<file path="src/rtl/vrpva_pkg.sv">
`timescale 1ns / 1ps
// ----------------------------------------------------------------------------
// vrpva_pkg
// Shared types and constants of the video register port.
// ----------------------------------------------------------------------------
package vrpva_pkg;

  localparam int NAME_RAM_BYTES   = 2048;
  localparam int PALETTE_BYTES    = 32;
  localparam int SPRITE_RAM_BYTES = 256;

  localparam int NT_AW  = $clog2(NAME_RAM_BYTES);
  localparam int PAL_AW = $clog2(PALETTE_BYTES);
  localparam int SPR_AW = $clog2(SPRITE_RAM_BYTES);

  localparam logic [7:0] STATUS_RESET = 8'hA0;

  typedef enum logic [1:0] {
    OP_REG_WRITE    = 2'd0,
    OP_REG_READ     = 2'd1,
    OP_VBLANK_START = 2'd2,
    OP_VBLANK_END   = 2'd3
  } op_t;

  typedef enum logic [2:0] {
    REG_CTRL      = 3'd0,
    REG_MASK      = 3'd1,
    REG_STATUS    = 3'd2,
    REG_OAM_ADDR  = 3'd3,
    REG_OAM_DATA  = 3'd4,
    REG_SCROLL    = 3'd5,
    REG_ADDR      = 3'd6,
    REG_DATA      = 3'd7
  } reg_idx_t;

  // Commands from the controller to the datapath.
  typedef struct packed {
    logic capture;   // latch the item and start the nametable read
    logic execute;   // apply the item and load the result registers
  } dp_cmd_t;

endpackage

</file>
<file path="src/rtl/vrpva_ctrl.sv">
`timescale 1ns / 1ps
// ----------------------------------------------------------------------------
// vrpva_ctrl
// Sequencer for item capture, execution and result handoff.
// ----------------------------------------------------------------------------
module vrpva_ctrl
  import vrpva_pkg::*;
(
  input  logic    clk,
  input  logic    rst,
  input  logic    in_valid,
  output logic    in_stall,
  output logic    out_valid,
  input  logic    out_stall,
  output dp_cmd_t cmd
);

  typedef enum logic [1:0] {
    S_IDLE = 2'b01,
    S_EXEC = 2'b10
  } state_t;

  state_t state;
  state_t state_next;

  logic out_free;

  assign out_free = !out_valid || !out_stall;
  assign in_stall = (state != S_IDLE);

  always_comb begin
    state_next  = state;
    cmd.capture = 1'b0;
    cmd.execute = 1'b0;
    unique case (state)
      S_IDLE: begin
        if (in_valid) begin
          cmd.capture = 1'b1;
          state_next  = S_EXEC;
        end
      end
      S_EXEC: begin
        // The item is applied only once the result register can take it.
        if (out_free) begin
          cmd.execute = 1'b1;
          state_next  = S_IDLE;
        end
      end
      default: begin
        state_next = S_IDLE;
      end
    endcase
  end

  always_ff @(posedge clk) begin
    if (rst) begin
      state     <= S_IDLE;
      out_valid <= 1'b0;
    end else begin
      state <= state_next;
      if (cmd.execute) begin
        out_valid <= 1'b1;
      end else if (!out_stall) begin
        out_valid <= 1'b0;
      end
    end
  end

endmodule

</file>
<file path="config.mk">
export PLATFORM = sky130hd
export DESIGN_NAME = vrpva_ctrl
export DESIGN_NICKNAME = d
export VERILOG_FILES = /design/src/rtl/vrpva_pkg.sv /design/src/rtl/vrpva_ctrl.sv
export SDC_FILE = /design/constraint.sdc
export NUM_CORES = 1
export LEC_CHECK = 0
export BUFFER_PORTS_ARGS = -buffer_cell sky130_fd_sc_hd__buf_4
export CORE_AREA = 2 2 39 41
export DETAILED_ROUTE_END_ITERATION = 8
export DIE_AREA = 0 0 41 43
export GPL_TIMING_DRIVEN = 0
export PLACE_DENSITY = 0.36
export SKIP_CTS_REPAIR_TIMING = 1
export SYNTH_ARGS = -nofsm -noshare
export SYNTH_HDL_FRONTEND = slang
export SYNTH_SLANG_ARGS = --single-unit
</file>
<file path="constraint.sdc">
create_clock -name clk -period 1.9 [get_ports clk]
set_input_delay 0.38 -clock clk [delete_from_list [all_inputs] [get_ports clk]]
set_output_delay 0.38 -clock clk [all_outputs]
set_load 0.005 [all_outputs]
</file>
==> results summary, run 1 <==
The run finished with clean final reports. In this run the worst hold path is classified as in2reg. The number of antenna diodes in the final layout is 0. Based on the critical path, the design can be clocked at up to 737 MHz.

Synthesis instantiated 9 different standard cells from the library. The post-placement cell count came out at 36. The initial standard-cell utilization of the core came out at 8.68%. The share of layout cells above drive strength 1 came out at 41.7%. TritonCTS built the clock tree.

The worst hold slack across all endpoints is 0.323 ns. The level count of the clock H-tree came out at 1. The placer's final routability congestion estimate is 0.519.

After detailed routing, the total wire length is 310 um. The total track usage is 5.01%. The period utilization is 71.4%.

After clock tree synthesis, the clock-pin slew on the worst setup and hold paths is 0.04 ns. The wire length per cell after detailed routing came out at 7.75 um. The remaining routing DRC violations came out at 0.

The maximum fanout count along the critical path came out at 4. Clock skew on the completed layout was measured at 0.000997 ns. The setup violation total in the final timing report is 0.

The average cell area after synthesis came out at 9.24 sq um. The final-layout setup total negative slack is 0 ns. The total CTS buffers came out at 3.

The endpoint class of the critical path is an output pin. The DRC violation total after the first TritonRoute iteration came out at 2. The peak supply drop came out at 0.162 mV. During synthesis, Yosys emitted a total of 0 warnings. The height of the die came out at 43 um.

The total power per unit cell area came out at 919 nW/um^2. The quantity of I/O buffers inserted on ports is 7. The detailed-route via count came out at 131. The number of nets produced by synthesis came out at 17. The post-synthesis sequential area ratio is 50.0%.

The clock root buffer master is clkbuf_4. The most common cell after layout, fill and taps aside is buf_4. The number of antenna violations at the first check in global routing came out at 0. For the worst setup path, the data arrival time is 0.98 ns. The number of rows in the core area is 14. The insertion delay to the later sink of the worst-skew pair came out at 0.23 ns. Setup repair after global routing left no endpoint under its margin. The final core utilization is 15.8%. Summing every instance area after synthesis gives 120 sq um. The total iterations of the first detailed-routing run is 2. The maximum clock insertion buffer count is 2. In the layout the commonest cells are buf_4 (7), a21oi_1 (3), clkbuf_4 (3), dfxtp_1 (3). The max capacitance violation total is 0. Using the TritonRoute via totals, the vias-per-cell ratio works out to 3.28.

In this run, synthesis produced a sequential element count of 3. The total overflow reported by the global router is 0. The required time of the critical path is 1.52 ns. The worst setup path is of the reg2out kind.

The cell count after synthesis came out at 13. The total count of hold-check failures in the final report is 0. For this run, the number of standard cells in the final layout without fillers is 40. The overall die area is 1760 sq um. The via count of the first global-routing pass came out at 115. The maximum number of pins on one net before global-route repair is 5. In this run the static leakage power is 0.000103 uW.

The region available for standard cell placement spans 1380 sq um. The final worst slack is 0.544 ns. The CTS sink count came out at 3. The post-place setup slack came out at 0.723 ns. The minimum clock period after layout came out at 1.36 ns. In this run the tightest slew margin relative to its limit is 90.3%. STA classifies the critical path startpoint as a flop. Compared with the post-synthesis result, the final layout area differs by 82.3%. The I/O pin count came out at 8. The wire length of the first global-routing pass is 455 um. The number of pins exceeding their max-slew limit in the final report is 0. The antenna violation net count after detailed routing is 0.

The actual slew at the worst max-slew pin is 0.145 ns. The final layout net count came out at 29. The x dimension of the die came out at 41 um.
-- worst paths after layout --
check             startpoint  cells past startpoint        end  slack [ns]
setup / recovery    state[0]                      3     cmd[0]        0.54
hold / removal           rst                      2   state[1]        0.32
setup reg to reg    state[0]                      2   state[0]        1.08
hold reg to reg    out_valid                      2  out_valid        0.48
-- critical path: stages, from the launching register on --
cell,delay (ns)
dfxtp_1,0.31
nand2b_1,0.16
a21oi_1,0.14
buf_4,0.14
-- logic make-up after synthesis --
family,synth area share [%]
and+or+nand+nor,28.1
AOI/OAI and AO/OA,18.7
DFF,50.0
buffers and inverters,3.12
-- cell type report --
class | count | area (sq um)
clock buffers | 4 | 26.3
fillers | 159 | 1160
inverters | 1 | 3.75
multi-input cells | 9 | 56.3
flip-flops and latches | 3 | 60.1
well taps | 16 | 20.0
repair buffers | 7 | 52.6
-- power by group --
part	switching [uW]	internal, uW	total [uW]
Combinational	7.73	13.8	21.5
Clock	32.2	78.6	111
Sequential	2.38	66.5	68.8
Total	42.3	159	201
-- sequential cells by signal (all words and copies together), names as in the netlist --
signal / cells
state: 2
out_valid: 1
-- routing by layer --
layer | vias to the layer above | GRT usage (%) | share of wire, %
met2 | 8 | 4.38 | 35
met1 | 56 | 4.15 | 43
met3 | 0 | 5.76 | 22
met5 | - | 0 | 0
li1 | 67 | - | -
met4 | 0 | 8.00 | 0
-- through the flow --
stage | area (sq um) | power, uW
finish | 219 | 201
floorplan | 120 | 77.1
global placement | 193 | 90.6
detailed placement | 193 | 91.5
CTS | 219 | 209
global route | 219 | 220
-- cells in the mapped netlist --
master	instances	area (sq um)
or2b_1	1	7.51
nand4b_1	1	8.76
inv_1	1	3.75
nand2_1	1	3.75
a21o_1	1	7.51
dfxtp_1	3	60.1
a21oi_1	3	15.0
nand3b_1	1	7.51
nand2b_1	1	6.26
Power figures use the tool's default switching activity.
==> inputs of run 2 (changes only) <==
PLACE_DENSITY = 0.37   (was 0.36)
clock period = 1.1 ns   (was 1.9 ns; I/O delays follow)
==> run 2 against run 1 <==
Net effect:
- the run now ends with setup timing left
- combinational power grew 120%
- wire length rose by 17%
- core utilization up 2.4 points
- total power increased by 81%
- non-clock buffer count rose by 2
- critical path type unchanged
- critical endpoint unchanged
- largest cell class is now buffers
- highest routed layer is now met4
==> results summary, run 2 (synthesized netlist as in run 1, its figures left out) <==
The run finished, with violations left. The final reports fail on setup timing. The setup path with the least slack is of type reg2out. The x dimension of the die was 41 um (unchanged). In the final layout, the registers with the most flip-flops are state x2, out_valid x1. The DRC violation total after the first TritonRoute iteration came to 2 (unchanged).

The detailed-route via count came out at 143 (+9.2%). The area inside the core boundary was 1380 sq um (unchanged). The share of layout cells above drive strength 1 was 61.5% (+20 points).

The switching share of power came out at 22.0% (+1.0 points). The initial standard-cell utilization of the core is 8.68% (unchanged). The CTS sink count came out at 3 (unchanged).

The switching power came to 80.3 uW (+90%). The total power consumption of the routed design came to 365 uW (+81%). The required time of the critical path came out at 0.88 ns (-0.64 ns). The maximum fanout count along the critical path was 4 (unchanged). The final antenna diode count was 0 (unchanged). The quantity of I/O buffers inserted on ports was 7 (unchanged). The height of the die is 43 um (unchanged). The insertion delay to the later sink of the worst-skew pair was 0.23 ns (about the same). The total wire length is 362 um (+17%). The max capacitance violation total is 0 (unchanged). The clock-pin transition on the worst setup and hold timing paths came out at 0.04 ns (about the same).

The startpoint identified for the worst hold timing path is rst. The path with the worst hold slack has its endpoint at state[1]. The internal power summed over all cells came out at 284 uW (+79%).

The period utilization is 103%. The relative max-transition margin is 90.5% (+0.17 points). The detailed route wirelength on metal3 came out at 50 um (-25%). The post-detailed-route via-to-cell ratio is 3.40 (+4.0%). The sequential share of power came out at 33.3% (-0.9 points).

The I/O pin count is 8 (unchanged). The final worst slack is -0.0358 ns (-0.579 ns). The launching element type of the critical path is a flop. Clock tree synthesis selected as its root buffer the cell clkbuf_4. The setup slack of the most critical reg-to-reg path came out at 0.20 ns (-0.88 ns). The worst hold path belongs to the class in2reg.

The overall die area was 1760 sq um (unchanged). The final layout net count is 31 (+6.9%). The endpoint identified for the worst register-to-register timing path is state[0].

The number of flip-flops under the largest register name is 2 (unchanged). The number of cells traversed by the worst hold path is 2 (unchanged). The setup violation total in the final timing report is 3 (+3). The layout overhead on the synthesized area came out at 109%.

The via count of the first global-routing pass came out at 127 (+10%). The worst reg-to-reg path cell count came out at 3 (+1). The total overflow reported by the global router came out at 0 (unchanged). The total CTS buffers came out at 3 (unchanged). The wire length per cell after detailed routing came out at 8.62 um (+11%). The total power per unit cell area came out at 1450 nW/um^2 (+58%). The routed design could run at a clock period as short as 1.14 ns. The total iterations of the first detailed-routing run is 2 (unchanged).

The total count of hold-check failures in the final report came out at 0 (unchanged). The actual slew at the worst max-slew pin was 0.143 ns (-0.00234 ns). The startpoint of the lowest-slack register-to-register path is state[1]. The number of rows in the core area is 14 (unchanged). The portion of total power attributed to the clock network came out at 53.6% (-1.5 points).

Setup repair after global routing could not meet its margin everywhere. The top cell types in the final layout, fill and taps aside, are buf_4 (8), clkbuf_4 (3), a21oi_1 (2), dfxtp_2 (2). The worst-case clock skew is 0.00148 ns (+0.000485 ns). Signal routing reaches up to met4. The cell leakage power came out at 0.000121 uW (+17%). The met2 wirelength from detailed routing came out at 140 um (+31%).

The placer's final routability congestion estimate was 0.533 (+2.8%). The number of antenna violations at the first check in global routing came out at 0 (unchanged). The maximum number of pins on one net before global-route repair is 5 (unchanged). The number of pins exceeding their max-slew limit in the final report came out at 0 (unchanged). The total track usage was 5.02% (+0.0050 points).

More flip-flops sit in one register than any other, and that register is state. The antenna violation net count after detailed routing came out at 0 (unchanged). The level count of the clock H-tree is 1 (unchanged). STA classifies the critical path endpoint as an output pin.

The wire length of the first global-routing pass is 469 um (+3.1%). The peak supply drop came to 0.226 mV (+40%). The maximum operating frequency is 880 MHz. The power share of the combinational group came out at 13.2% (+2.5 points). The arrival time of the worst setup path is 0.92 ns (-0.06 ns). The remaining routing DRC violations is 0 (unchanged). The most common cell after layout, fill and taps aside is buf_4. The final cell area excluding filler cells came out at 251 sq um (+15%). The placed instance area came out at 193 sq um (unchanged). TritonCTS built the clock tree. The detailed-routing wirelength on met1 came out at 152 um (+13%). The total of fill cells in the finished design is 156 (-1.9%).

The maximum clock insertion buffer count is 2 (unchanged).
==> run 2: final cells by class <==
class	instances	area (sq um)	share of cell area [%]
timing repair buffer	9	71.3	28.4
multi-input combinational	9	67.6	26.9
sequential	3	62.6	24.9
clock buffer	4	26.3	10.4
tap	16	20.0	7.96
inverter	1	3.75	1.49
==> run 2: worst max-delay path by stage <==
stage	from	endpoint	slack, ns	cells past startpoint
after floorplan	state[0]	cmd[0]	0.30	2
after global placement	state[0]	cmd[0]	0.16	3
after detailed placement	state[0]	cmd[0]	0.15	3
after CTS	state[0]	cmd[0]	-0.11	3
after global routing	state[0]	cmd[0]	-0.06	3
final	state[0]	cmd[0]	-0.04	3
==> run 2: power groups by stage <==
stage / clock network (uW) / registers, uW / logic [uW]
2_1_floorplan: 0 / 120 / 13.5
3_3_place_gp: 0 / 120 / 36.5
3_5_place_dp: 0 / 120 / 37.6
4_1_cts: 204 / 119 / 37.6
5_1_grt: 204 / 122 / 51.4
6_report: 195 / 121 / 48.0
==> run 2: per-layer routing <==
layer,GRT usage [%],vias up
met2,5.00,10
met3,3.66,2
li1,-,70
met4,10.0,0
met1,3.85,61
met5,0,-
==> run 2: metrics by stage <==
step	util [%]	cells	setup WS, ns	hold WS, ns	setup TNS [ns]
finish	18.2	42	-0.0358	0.150	-0.0931
global route	18.2	42	-0.0611	0.153	-0.166
CTS	15.8	40	-0.112	0.149	-0.240
detailed placement	13.9	36	0.150	0.397	0
global placement	13.9	36	0.158	0.397	0
floorplan	-	13	0.303	0.289	0
==> run 2: critical path, stage by stage (launching register included) <==
cell and delay, ns:
dfxtp_2 0.32, nand2b_4 0.14, a21oi_2 0.11, buf_4 0.12
